## src/hw/rtl/psrb_pkg.sv

```systemverilog
// psrb_pkg: shared types, request codes and pointer helpers for the paired
// sensor ring buffer; no dependencies
package psrb_pkg;

  localparam int DEPTH      = 16;
  localparam int ADDR_BITS  = $clog2(DEPTH);
  localparam int FILL_BITS  = 5;
  localparam int STAMP_BITS = 32;
  localparam int DATA_BITS  = 32;

  // request codes
  localparam logic [1:0] REQ_PUSH_RADAR = 2'd0;
  localparam logic [1:0] REQ_PUSH_CAM   = 2'd1;
  localparam logic [1:0] REQ_POP        = 2'd2;
  localparam logic [1:0] REQ_NOP        = 2'd3;

  typedef struct packed {
    logic [1:0]            req_type;
    logic [STAMP_BITS-1:0] stamp;
    logic [DATA_BITS-1:0]  payload;
  } req_t;

  typedef struct packed {
    logic                  empty_error;
    logic [STAMP_BITS-1:0] radar_stamp;
    logic [DATA_BITS-1:0]  radar_data;
    logic [STAMP_BITS-1:0] cam_stamp;
    logic [DATA_BITS-1:0]  cam_data;
    logic                  in_sync;
    logic [FILL_BITS-1:0]  radar_fill;
    logic [FILL_BITS-1:0]  cam_fill;
  } rsp_t;

  // ring pointer step forward with wrap
  function automatic logic [ADDR_BITS-1:0] ptr_next(input logic [ADDR_BITS-1:0] p);
    ptr_next = (p == ADDR_BITS'(DEPTH - 1)) ? '0 : p + ADDR_BITS'(1);
  endfunction

  // ring pointer step back with wrap
  function automatic logic [ADDR_BITS-1:0] ptr_prev(input logic [ADDR_BITS-1:0] p);
    ptr_prev = (p == '0) ? ADDR_BITS'(DEPTH - 1) : p - ADDR_BITS'(1);
  endfunction

endpackage

```

## src/hw/rtl/paired_sensor_ring_buffer_unit.sv

```systemverilog
// paired_sensor_ring_buffer_unit: top level with two sample rams, pointers,
// counts and the request sequencer; depends on psrb_pkg, psrb_ram, psrb_sync
//
// Usage:
//   in channel (in_valid/in_ready/in_data): one request word, push radar,
//   push camera, pop newest pair, or a no-op code.
//   out channel (out_valid/out_ready/out_data): exactly one result word per
//   request, in request order, held in an output register.
//   cfg channel (cfg_valid/cfg_ready/cfg_data): writes max_drift, always ready;
//   write it only while no request is in flight.
// Result timing and throughput:
//   push, refused pop and no-op: result in the cycle after acceptance, so one
//   request per cycle while the receiver keeps taking words.
//   pop: result via S_POP1, S_POP2 and the output register; each ram has one
//   read port, which first fetches the popped entry, then the new newest entry.
// Stall: a new request is taken only when the output register is empty or
//   is being taken in the same cycle; the result word holds until taken.
// Reset: pointers and counts cleared, max_drift returns to 100, the output
//   register is emptied; ram contents are not cleared.
module paired_sensor_ring_buffer_unit #(
  parameter int PAYLOAD_BITS = 32
) (
  input  logic                            clk,
  input  logic                            rst,
  input  logic                            in_valid,
  output logic                            in_ready,
  input  psrb_pkg::req_t                  in_data,
  output logic                            out_valid,
  input  logic                            out_ready,
  output psrb_pkg::rsp_t                  out_data,
  input  logic                            cfg_valid,
  output logic                            cfg_ready,
  input  logic [psrb_pkg::STAMP_BITS-1:0] cfg_data
);

  localparam int ENTRY_BITS = psrb_pkg::STAMP_BITS + PAYLOAD_BITS;
  localparam int AB = psrb_pkg::ADDR_BITS;
  localparam int FB = psrb_pkg::FILL_BITS;

  localparam logic [1:0] S_IDLE = 2'd0;
  localparam logic [1:0] S_POP1 = 2'd1;
  localparam logic [1:0] S_POP2 = 2'd2;

  logic [1:0]                      state;
  logic [AB-1:0]                   radar_wr_ptr, cam_wr_ptr;
  logic [FB-1:0]                   radar_count, cam_count;
  logic [psrb_pkg::STAMP_BITS-1:0] max_drift;
  logic [psrb_pkg::STAMP_BITS-1:0] radar_top, cam_top;
  logic [ENTRY_BITS-1:0]           radar_pop, cam_pop;

  logic                  accept;
  logic                  radar_we, cam_we;
  logic [ENTRY_BITS-1:0] wr_entry;
  logic [ENTRY_BITS-1:0] radar_rd, cam_rd;
  logic [FB-1:0]         radar_count_inc, cam_count_inc;
  logic                  pop_ok;

  logic [psrb_pkg::STAMP_BITS-1:0] chk_radar, chk_cam;
  logic [FB-1:0]                   chk_radar_cnt, chk_cam_cnt;
  logic                            sync_flag;
  psrb_pkg::rsp_t                  rsp_next;

  assign cfg_ready = 1'b1;
  assign in_ready  = (state == S_IDLE) && (!out_valid || out_ready);
  assign accept    = in_valid && in_ready;
  assign pop_ok    = (radar_count != '0) && (cam_count != '0);

  // write side of both rams
  assign radar_we = accept && (in_data.req_type == psrb_pkg::REQ_PUSH_RADAR);
  assign cam_we   = accept && (in_data.req_type == psrb_pkg::REQ_PUSH_CAM);
  assign wr_entry = {in_data.stamp, in_data.payload[PAYLOAD_BITS-1:0]};

  // saturating counts for a push
  assign radar_count_inc = (radar_count < FB'(psrb_pkg::DEPTH)) ? radar_count + FB'(1)
                                                                 : radar_count;
  assign cam_count_inc   = (cam_count < FB'(psrb_pkg::DEPTH)) ? cam_count + FB'(1)
                                                               : cam_count;

  // read address is always the newest entry; reads the popped entry in the
  // accept cycle and the new newest entry once the pointer has stepped back
  psrb_ram #(.WIDTH(ENTRY_BITS), .DEPTH(psrb_pkg::DEPTH)) u_radar_ram (
    .clk     (clk),
    .wr_en   (radar_we),
    .wr_addr (radar_wr_ptr),
    .wr_data (wr_entry),
    .rd_addr (psrb_pkg::ptr_prev(radar_wr_ptr)),
    .rd_data (radar_rd)
  );

  psrb_ram #(.WIDTH(ENTRY_BITS), .DEPTH(psrb_pkg::DEPTH)) u_cam_ram (
    .clk     (clk),
    .wr_en   (cam_we),
    .wr_addr (cam_wr_ptr),
    .wr_data (wr_entry),
    .rd_addr (psrb_pkg::ptr_prev(cam_wr_ptr)),
    .rd_data (cam_rd)
  );

  // newest stamps and fills after this step, for the drift check
  always_comb begin
    chk_radar     = radar_top;
    chk_cam       = cam_top;
    chk_radar_cnt = radar_count;
    chk_cam_cnt   = cam_count;
    if (state == S_POP2) begin
      chk_radar = radar_rd[ENTRY_BITS-1 -: psrb_pkg::STAMP_BITS];
      chk_cam   = cam_rd[ENTRY_BITS-1 -: psrb_pkg::STAMP_BITS];
    end else if (in_data.req_type == psrb_pkg::REQ_PUSH_RADAR) begin
      chk_radar     = in_data.stamp;
      chk_radar_cnt = radar_count_inc;
    end else if (in_data.req_type == psrb_pkg::REQ_PUSH_CAM) begin
      chk_cam     = in_data.stamp;
      chk_cam_cnt = cam_count_inc;
    end
  end

  psrb_sync u_sync (
    .radar_stamp (chk_radar),
    .cam_stamp   (chk_cam),
    .max_drift   (max_drift),
    .radar_held  (chk_radar_cnt != '0),
    .cam_held    (chk_cam_cnt != '0),
    .in_sync     (sync_flag)
  );

  // result word
  always_comb begin
    rsp_next             = '0;
    rsp_next.in_sync     = sync_flag;
    rsp_next.radar_fill  = chk_radar_cnt;
    rsp_next.cam_fill    = chk_cam_cnt;
    if (state == S_POP2) begin
      rsp_next.radar_stamp = radar_pop[ENTRY_BITS-1 -: psrb_pkg::STAMP_BITS];
      rsp_next.radar_data  = psrb_pkg::DATA_BITS'(radar_pop[PAYLOAD_BITS-1:0]);
      rsp_next.cam_stamp   = cam_pop[ENTRY_BITS-1 -: psrb_pkg::STAMP_BITS];
      rsp_next.cam_data    = psrb_pkg::DATA_BITS'(cam_pop[PAYLOAD_BITS-1:0]);
    end else if (in_data.req_type == psrb_pkg::REQ_POP) begin
      rsp_next.empty_error = 1'b1;
    end
  end

  // control: sequencer, pointers, counts, drift register, output valid
  always_ff @(posedge clk) begin
    if (rst) begin
      state        <= S_IDLE;
      radar_wr_ptr <= '0;
      cam_wr_ptr   <= '0;
      radar_count  <= '0;
      cam_count    <= '0;
      out_valid    <= 1'b0;
      max_drift    <= psrb_pkg::STAMP_BITS'(100);
    end else begin
      if (cfg_valid) begin
        max_drift <= cfg_data;
      end
      if (out_valid && out_ready) begin
        out_valid <= 1'b0;
      end
      unique case (state)
        S_IDLE: begin
          if (accept) begin
            unique case (in_data.req_type)
              psrb_pkg::REQ_PUSH_RADAR: begin
                radar_wr_ptr <= psrb_pkg::ptr_next(radar_wr_ptr);
                radar_count  <= radar_count_inc;
                out_valid    <= 1'b1;
              end
              psrb_pkg::REQ_PUSH_CAM: begin
                cam_wr_ptr <= psrb_pkg::ptr_next(cam_wr_ptr);
                cam_count  <= cam_count_inc;
                out_valid  <= 1'b1;
              end
              psrb_pkg::REQ_POP: begin
                if (pop_ok) begin
                  radar_wr_ptr <= psrb_pkg::ptr_prev(radar_wr_ptr);
                  cam_wr_ptr   <= psrb_pkg::ptr_prev(cam_wr_ptr);
                  radar_count  <= radar_count - FB'(1);
                  cam_count    <= cam_count - FB'(1);
                  state        <= S_POP1;
                end else begin
                  out_valid <= 1'b1;
                end
              end
              psrb_pkg::REQ_NOP: begin
                out_valid <= 1'b1;
              end
            endcase
          end
        end
        S_POP1: state <= S_POP2;
        S_POP2: begin
          state     <= S_IDLE;
          out_valid <= 1'b1;
        end
        default: state <= S_IDLE;
      endcase
    end
  end

  // datapath registers: result word, popped entries, newest stamp cache
  always_ff @(posedge clk) begin
    if (state == S_POP1) begin
      radar_pop <= radar_rd;
      cam_pop   <= cam_rd;
    end
    if (state == S_POP2) begin
      out_data  <= rsp_next;
      radar_top <= radar_rd[ENTRY_BITS-1 -: psrb_pkg::STAMP_BITS];
      cam_top   <= cam_rd[ENTRY_BITS-1 -: psrb_pkg::STAMP_BITS];
    end else if (accept) begin
      if (in_data.req_type != psrb_pkg::REQ_POP || !pop_ok) begin
        out_data <= rsp_next;
      end
      if (in_data.req_type == psrb_pkg::REQ_PUSH_RADAR) begin
        radar_top <= in_data.stamp;
      end
      if (in_data.req_type == psrb_pkg::REQ_PUSH_CAM) begin
        cam_top <= in_data.stamp;
      end
    end
  end

  // fills never go past the ring depth
  assert property (@(posedge clk) disable iff (rst)
    (radar_count <= FB'(psrb_pkg::DEPTH)) && (cam_count <= FB'(psrb_pkg::DEPTH)))
    else $error("fill count beyond ring depth");

  // an accepted request yields a result word next cycle or enters the pop sequence
  assert property (@(posedge clk) disable iff (rst)
    accept |=> (out_valid || state == S_POP1))
    else $error("accepted request produced neither result nor pop sequence");

  // a refused pop carries no sample
  assert property (@(posedge clk) disable iff (rst)
    (out_valid && out_data.empty_error) |->
      (out_data.radar_stamp == '0 && out_data.cam_stamp == '0 &&
       out_data.radar_data == '0 && out_data.cam_data == '0))
    else $error("refused pop carries sample data");

  // sync is only reported with both rings holding samples
  assert property (@(posedge clk) disable iff (rst)
    (out_valid && out_data.in_sync) |->
      (out_data.radar_fill != '0 && out_data.cam_fill != '0))
    else $error("sync reported with an empty ring");

endmodule

```

## src/hw/rtl/psrb_ram.sv

```systemverilog
// psrb_ram: generic simple dual port ram, one write port, one registered read
// no package dependencies
module psrb_ram #(
  parameter int WIDTH = 64,
  parameter int DEPTH = 16
) (
  input  logic                     clk,
  input  logic                     wr_en,
  input  logic [$clog2(DEPTH)-1:0] wr_addr,
  input  logic [WIDTH-1:0]         wr_data,
  input  logic [$clog2(DEPTH)-1:0] rd_addr,
  output logic [WIDTH-1:0]         rd_data
);

  logic [WIDTH-1:0] mem [DEPTH];

  // write port
  always_ff @(posedge clk) begin
    if (wr_en) begin
      mem[wr_addr] <= wr_data;
    end
  end

  // registered read port
  always_ff @(posedge clk) begin
    rd_data <= mem[rd_addr];
  end

endmodule

```

## src/hw/rtl/psrb_sync.sv

```systemverilog
// psrb_sync: timestamp drift check between newest radar and camera samples
// depends on psrb_pkg
module psrb_sync (
  input  logic [psrb_pkg::STAMP_BITS-1:0] radar_stamp,
  input  logic [psrb_pkg::STAMP_BITS-1:0] cam_stamp,
  input  logic [psrb_pkg::STAMP_BITS-1:0] max_drift,
  input  logic                            radar_held,
  input  logic                            cam_held,
  output logic                            in_sync
);

  logic [psrb_pkg::STAMP_BITS-1:0] diff;

  // absolute difference, then strict compare against the drift limit
  always_comb begin
    diff    = (cam_stamp >= radar_stamp) ? cam_stamp - radar_stamp : radar_stamp - cam_stamp;
    in_sync = radar_held && cam_held && (diff < max_drift);
  end

endmodule

```

## config.mk

```make
export PLATFORM = sky130hd
export DESIGN_NAME = paired_sensor_ring_buffer_unit
export DESIGN_NICKNAME = d
export VERILOG_FILES = /design/src/hw/rtl/psrb_pkg.sv /design/src/hw/rtl/paired_sensor_ring_buffer_unit.sv /design/src/hw/rtl/psrb_ram.sv /design/src/hw/rtl/psrb_sync.sv
export SDC_FILE = /design/constraint.sdc
export NUM_CORES = 2
export LEC_CHECK = 0
export BUFFER_PORTS_ARGS = -buffer_cell sky130_fd_sc_hd__buf_4
export CORE_MARGIN = 2
export CORE_UTILIZATION = 56
export DETAILED_ROUTE_END_ITERATION = 10
export GPL_TIMING_DRIVEN = 0
export PLACE_DENSITY = 0.73
export REMOVE_ABC_BUFFERS = 1
export SYNTH_ARGS = -nofsm -noshare
export SYNTH_HDL_FRONTEND = slang
export SYNTH_HIERARCHICAL = 1
export SYNTH_SLANG_ARGS = --single-unit
```

## constraint.sdc

```tcl
create_clock -name clk -period 6.7 [get_ports clk]
set_input_delay 0.67 -clock clk [delete_from_list [all_inputs] [get_ports clk]]
set_output_delay 0.67 -clock clk [all_outputs]
set_load 0.01 [all_outputs]
```

== After elaboration in Yosys (flattened, before gate mapping) ==
Memories as Yosys holds them, arrays and structs flattened. A register that Yosys moved wholly into a read port is not among the register bits.
Index checks and enable logic that the tools add are counted.

* Output and inout bits: 143
* Bits in registers: 385
* Logic and storage cells: 124
* RAM bits: 2048
* Memories: 2
* Bits of input ports: 103

* Reduce and logical (&&, ||, !) cells: 29
* Multiplexer cells: 48
* Add/subtract/negate cells: 10
* $lt $le $gt $ge: 4
* Eq/ne operators: 12

{| class="wikitable"
|+ Memory list
! name !! depth !! width !! read ports !! clocked after memory_dff !! write ports !! RTL line !! text
|-
| u_cam_ram.mem || 16 || 64 || 1 || 1 || 1 || psrb_ram.sv:15 || <nowiki>logic [WIDTH-1:0] mem [DEPTH];</nowiki>
|-
| u_radar_ram.mem || 16 || 64 || 1 || 1 || 1 || psrb_ram.sv:15 ||
|}

{| class="wikitable"
|+ Operators with widths
! kind !! number
|-
| $mux W140 || 3
|-
| $mux W32 || 10
|-
| $mux W128 || 1
|-
| $sub A32 B32 Y32 || 2
|-
| $mux W5 || 9
|-
| $ge A32 B32 Y1 || 1
|-
| $lt A32 B32 Y1 || 1
|-
| $mux W4 || 6
|-
| $pmux W5 S2 || 2
|-
| $reduce_bool A5 Y1 || 4
|-
| $pmux W4 S2 || 2
|-
| $add A5 B1 Y5 const B || 2
|-
| $lt A5 B5 Y1 const B || 2
|-
| $sub A5 B1 Y5 const B || 2
|-
| $mux W1 || 9
|-
| $add A4 B1 Y4 const B || 2
|-
| $eq A4 B4 Y1 const B || 2
|-
| $logic_and A1 B1 Y1 || 8
|-
| $logic_not A4 Y1 || 2
|-
| $ne A2 B2 Y1 const B || 4
|-
| $reduce_and A4 Y1 || 2
|-
| $reduce_bool A2 Y1 || 4
|-
| $sub A4 B1 Y4 const B || 2
|-
| $eq A2 B2 Y1 const B || 3
|-
| other kinds (11) || 18
|}

== Longest topological paths before layout ==
* Depth after elaboration: 11
* Gate-level depth with buffers: 31
* Gate-level depth less buffers: 26

== By module ==
The synthesis kept the hierarchy.

{| class="wikitable"
|+ Modules (own cells, without submodules)
! module !! times used !! cells an instance !! area an instance (um^2) !! seq. area each (um^2)
|-
| psrb_ram || 2 || 1647 || 39581.7 || 32030.7
|-
| paired_sensor_ring_buffer_unit || 1 || 1077 || 15318.4 || 11030.6
|-
| psrb_sync || 1 || 599 || 4137.7 || 0.0
|}

== Least setup slack after synthesis ==
Ideal clock, no wire load.

* Path type: input -> register
* From: input port in_data[65] (netlist bit)
* To: memory u_radar_ram.mem[0][0] (enable)
* Setup time: 0.565 ns
* Stages on the path: 6
* Data required time: 6.135 ns
* Slack: -0.199 ns
* Arrival time: 6.334 ns
* Buffers on the path: 2
* Cells stage by stage: or2_1 > clkbuf_1 > buf_2 > nor2_1 > or3b_2 > nor3_1

* Cells in the longest elaborated chain, start to end: 4

{| class="wikitable"
|+ Ends and longest elaborated chain
! item !! RTL line !! text
|-
| from (decl) || paired_sensor_ring_buffer_unit.sv:27 || <nowiki>input psrb_pkg::req_t in_data,</nowiki>
|-
| $logic_not A2 Y1 || paired_sensor_ring_buffer_unit.sv:69 || <nowiki>assign radar_we = accept && (in_data.req_type == psrb_pkg::REQ_PUSH_RADAR);</nowiki>
|-
| $logic_and A1 B1 Y1 || paired_sensor_ring_buffer_unit.sv:69 ||
|-
| via radar_we || paired_sensor_ring_buffer_unit.sv:52 || <nowiki>logic radar_we, cam_we;</nowiki>
|-
| $mux W1 || psrb_ram.sv:19 || <nowiki>if (wr_en) begin</nowiki>
|-
| $mux W1 (implied by the code) || psrb_ram.sv:20 || <nowiki>mem[wr_addr] <= wr_data;</nowiki>
|-
| to (decl) || psrb_ram.sv:15 ||
|}

The timed path passes the listed nets, and every way through them passes these cells.

== Final worst setup path ==
* From: register state[1]
* To: register out_data[10] (netlist bit) (data pin)

* Cells in the longest elaborated chain, start to end: 9
* Elaborated cells on any way between the ends: 17
* Those cells by class: 2 x add/sub; 2 x order compare; 1 x eq/ne; 8 x mux; 4 x reduce/logical

{| class="wikitable"
|+ Ends and longest elaborated chain
! item !! RTL line !! text
|-
| from (decl) || paired_sensor_ring_buffer_unit.sv:44 || <nowiki>logic [1:0] state;</nowiki>
|-
| from (signal assigned) || paired_sensor_ring_buffer_unit.sv:145 || <nowiki>state <= S_IDLE;</nowiki>
|-
| from (signal assigned) || paired_sensor_ring_buffer_unit.sv:179 || <nowiki>state <= S_POP1;</nowiki>
|-
| from (signal assigned) || paired_sensor_ring_buffer_unit.sv:190 || <nowiki>S_POP1: state <= S_POP2;</nowiki>
|-
| $eq A2 B2 Y1 * || paired_sensor_ring_buffer_unit.sv:105 || <nowiki>if (state == S_POP2) begin</nowiki>
|-
| $mux W32 * || paired_sensor_ring_buffer_unit.sv:105 ||
|-
| via chk_radar (one bit) || paired_sensor_ring_buffer_unit.sv:58 || <nowiki>logic [psrb_pkg::STAMP_BITS-1:0] chk_radar, chk_cam;</nowiki>
|-
| $sub A32 B32 Y32 / $ge A32 B32 Y1 (equally long branches) || psrb_sync.sv:16 || <nowiki>diff = (cam_stamp >= radar_stamp) ? cam_stamp - radar_stamp : radar_stamp - cam_stamp;</nowiki>
|-
| $mux W32 * || psrb_sync.sv:16 ||
|-
| $lt A32 B32 Y1 * || psrb_sync.sv:17 || <nowiki>in_sync = radar_held && cam_held && (diff < max_drift);</nowiki>
|-
| $logic_and A1 B1 Y1 * || psrb_sync.sv:17 ||
|-
| via sync_flag || paired_sensor_ring_buffer_unit.sv:60 || <nowiki>logic sync_flag;</nowiki>
|-
| $mux W140 || paired_sensor_ring_buffer_unit.sv:211 || <nowiki>if (in_data.req_type != psrb_pkg::REQ_POP || !pop_ok) begin</nowiki>
|-
| $mux W140 || paired_sensor_ring_buffer_unit.sv:210 || <nowiki>end else if (accept) begin</nowiki>
|-
| $mux W140 * || paired_sensor_ring_buffer_unit.sv:206 || <nowiki>if (state == S_POP2) begin</nowiki>
|-
| to (signal assigned) || paired_sensor_ring_buffer_unit.sv:207 || <nowiki>out_data <= rsp_next;</nowiki>
|-
| to (signal assigned) || paired_sensor_ring_buffer_unit.sv:212 || <nowiki>out_data <= rsp_next;</nowiki>
|-
| to (decl) || paired_sensor_ring_buffer_unit.sv:30 || <nowiki>output psrb_pkg::rsp_t out_data,</nowiki>
|}

Mark *: on every way through the listed nets, which the timed path passes. The rest lies on a longest branch. The select of a mux whose other input is x is not followed.
A chain may end at the register's enable or synchronous reset.

==> impl_metrics.yaml <==
placed_design:
  post-dp-hpwl_um: 153000
  port_buffers: 244
  post-place-ws_ns: -1.14
  gp_congestion: 0.873
  placed_cells: 7526
clocking:
  root_buffer: "clkbuf_16"
  htreeDepth: 4
  numClockSinks: 2561
  insertion_delay_ns: 0.88
  clock_tree.buffer_depth: 3
  cts_tree: "yes"
  clk_pin_slew_ns: 0.06
  cts_buffers: 235
synthesis:
  ys_ff_latch: 2561
  netlist_area_mm2: 0.0986
  syn_area_per_cell_um2: 19.8
  synth.distinct_cells: 76
  yosysSeqAreaShare: 0.761
  synth-edff-count: 2380
  async_flop_share: 0
  syn_inst: 4970
  yosys_warnings: 6
  synth_ff_type: "edfxtp_1"
floorplan:
  rows: 154
  dieArea_mm2: 0.179
  coreArea_mm2: 0.176
  initial_core_util: 0.562
  fp.dieH_um: 424
  num_io_pins: 246
  die_w_um: 424
setup_path:
  critPathMaxFanout: 46
  reg2reg_depth: 25
  setup.worst_path.end: "out_data[10]"
  critPathLaunch: "state[1]"
  critPathCaptureType: "flop"
  timing.rr.end: "out_data[10]"
  cp.required_ns: 7.36
  worstSetupStartpointType: "flop"
  regToRegStartpoint: "state[1]"
  path_class: "reg2reg"
  cp.arrival_ns: 7.16
  ff2ff_setup_slack_ns: 0.20
timing:
  hold_viol: 0
  fin_crit_sh: 0.971
  worst_pin_slew_ns: 1.09
  skew_ns: 0.0315
  slew_headroom: 0.272
  finalSetupViolCount: 0
  setup_slack_ns: 0.196
  finalMaxSlewViolations: 0
  rsz0062_at_grt: "no"
  final.min_clock_period_ns: 6.50
  fmax_mhz: 154
hold_path:
  min_path_type: "in2reg"
cells_and_area:
  instances_no_fill: 8006
  layout-drive-gt1-share: 0.249
  num-nets-final: 5661
  area_growth_pct: 16.2
  fillers: 11000
routing:
  vias: 51400
  drtIter0Drc: 6903
  drc: 0
  routed_wirelength_um: 242000
  firstDrtPassIters: 6
  wl_per_cell_um: 30.2
  viasPerCell: 6.42
  drtAntennaViolNets: 0
global_routing:
  grt_max_degree: 107
  grt_pass1_vias: 51300
  antenna_found_initial: 11
  grt_use_total: 0.270
  overflow: 0
  grt_first_pass_wirelength_um: 349000
status:
  outcome: "finished, final reports clean"
flow_run:
  drv_cap: 0
power:
  ir_drop_v: 0.000238
  p_leak_nw: 39.3
  powerDensity_mw_per_mm2: 296
==> power breakdown <==
group / total [W] / switching, W / internal [W]
clock network: 0.0134 / 0.00582 / 0.00756
registers: 0.0179 / 0.000152 / 0.0178
logic: 0.00258 / 0.00155 / 0.00102
total: 0.0339 / 0.00752 / 0.0264
==> worst max-delay path, stage by stage, from the launching register on <==
cell and delay [ns]:
dfxtp_1 0.38, nor2b_4 0.17, buf_4 0.20, buf_12 0.19, o21ai_0 0.83, inv_1 0.13
ha_1 0.48, a21oi_1 0.24, inv_1 0.06, a21oi_1 0.18, o211ai_1 0.20, o21ai_2 0.40
nand3_4 0.28, nor3_1 0.25, a21oi_1 0.07, xor2_1 0.28, ha_1 0.31, a21o_1 0.16
a21o_1 0.17, a21oi_1 0.14, nor2_1 0.05, a211oi_1 0.22, o21ai_0 0.11, a21oi_1 0.30
a21oi_1 0.12, o21ai_0 0.30
==> cells by family (layout without fill, tap and decap cells) <==
group           after synthesis  in the layout  synth area share
mux                         628            628             0.129
compound gates              636            636            0.0436
flops                      2561           2561             0.761
buf+inv                     381           1070            0.0179
fa+ha+maj                   108            108            0.0139
xor+xnor                     39             39           0.00346
simple gates                616            618            0.0309
other cells                   1              6         0.0000380
==> placed cells by master, fill, tap and decap left out, types with 80 or more instances in the layout <==
| cell | instances |
|---|---|
| a21oi_1 | 80 |
| clkbuf_16 | 237 |
| inv_1 | 121 |
| buf_12 | 127 |
| nand2_1 | 232 |
| o21ai_0 | 129 |
| buf_4 | 251 |
| mux2i_1 | 110 |
| mux4_2 | 512 |
| a22oi_1 | 256 |
| dfxtp_1 | 181 |
| ha_1 | 106 |
| edfxtp_1 | 2380 |
| and2_1 | 136 |
==> registers in the layout, indices dropped and copies added, names as in the netlist, 4 cells and up <==
register / cells
u_cam_ram/mem: 1024
u_radar_ram/mem: 1024
out_data: 140
cam_pop: 64
radar_pop: 64
u_cam_ram/rd_data: 64
u_radar_ram/rd_data: 64
cam_top: 32
max_drift: 32
radar_top: 32
cam_count: 5
radar_count: 5
cam_wr_ptr: 4
radar_wr_ptr: 4
==> stage by stage <==
step	setup TNS, ns	cell area, um2	hold slack [ns]	total power [W]	util
floorplan	-4834.64	97300	0.386	0.0201	-
global placement	-	102000	0.390	0.0214	0.582
detailed placement	-1.14	107000	0.390	0.0208	0.607
CTS	0	115000	0.000683	0.0340	0.653
global route	0	115000	0.0395	0.0349	0.653
finish	0	115000	0.0646	0.0339	0.653
==> timing repair <==
item | CTS | global route
pin swaps | 1 | 1
endpoints found under the setup margin | 1 | 1
gates cloned | 0 | 2
hold endpoints to repair | 23 | 0
setup buffers | 2 | 0
hold buffers | 23 | 0
resized for setup | 1 | 8
==> worst min path at each step <==
stage	startpoint	to	slack, ns	depth (start not counted)
CTS	cfg_data[20]	max_drift[20]	0.0007	3
global route	cfg_data[23]	max_drift[23]	0.04	3
global placement	u_radar_ram/rd_data[14]	radar_pop[14]	0.39	0
floorplan	u_cam_ram/rd_data[0]	cam_pop[0]	0.39	0
finish	cfg_data[20]	max_drift[20]	0.06	3
detailed placement	u_cam_ram/rd_data[14]	cam_pop[14]	0.39	0
==> per-layer routing <==
layer  part of all wire  wire length (um)  vias to the layer above  GRT usage
met5            0.00021                50                        -          0
met4              0.033              8090                        8     0.0935
met3              0.099             24000                      514     0.0501
met2               0.49            118000                     3005      0.431
met1               0.38             92400                    26800      0.378
li1                   -                 -                    21100          -
==> layout make-up <==
cell class              count  area (um2)  area share
flip-flops and latches   2561       75100       0.655
multi-input cells        2030       22200       0.193
clock buffers             333        6580      0.0574
repair buffers            498        6160      0.0538
well taps                2340        2930      0.0255
clock inverters           115        1230      0.0107
inverters                 124         480     0.00419
diodes                      5        12.5    0.000109
==> cells in the mapped netlist (5+ instances only) <==
| cell type | number | area, um2 |
|---|---|---|
| mux2_2 | 5 | 56.3 |
| o2111ai_1 | 5 | 43.8 |
| and4_1 | 6 | 52.6 |
| buf_1 | 35 | 131 |
| o21ai_0 | 134 | 671 |
| buf_6 | 30 | 338 |
| nor2_1 | 104 | 390 |
| a21o_1 | 38 | 285 |
| and3_1 | 8 | 50.1 |
| mux2i_1 | 110 | 1100 |
| nand3_1 | 22 | 110 |
| xnor2_1 | 28 | 245 |
| a21oi_1 | 81 | 405 |
| a211oi_1 | 13 | 97.6 |
| nand4_1 | 14 | 87.6 |
| buf_2 | 48 | 240 |
| o21ai_1 | 7 | 35.0 |
| nor3_1 | 22 | 110 |
| edfxtp_1 | 2380 | 71500 |
| a31oi_1 | 11 | 68.8 |
| nand2b_1 | 12 | 75.1 |
| nor2b_1 | 17 | 106 |
| nand2_1 | 233 | 875 |
| buf_4 | 13 | 97.6 |
| inv_1 | 123 | 462 |
| o21a_1 | 11 | 82.6 |
| and2_1 | 138 | 863 |
| a22oi_1 | 256 | 1920 |
| o31ai_1 | 12 | 90.1 |
| or3_1 | 5 | 31.3 |
| clkbuf_1 | 131 | 492 |
| o211ai_1 | 14 | 105 |
| ha_1 | 106 | 1330 |
| dfxtp_1 | 181 | 3620 |
| nand3b_1 | 6 | 45.0 |
| o21bai_1 | 10 | 75.1 |
| xor2_1 | 11 | 96.3 |
| o31a_1 | 5 | 43.8 |
| mux4_2 | 512 | 11500 |
(Power assumes the default switching activity.)
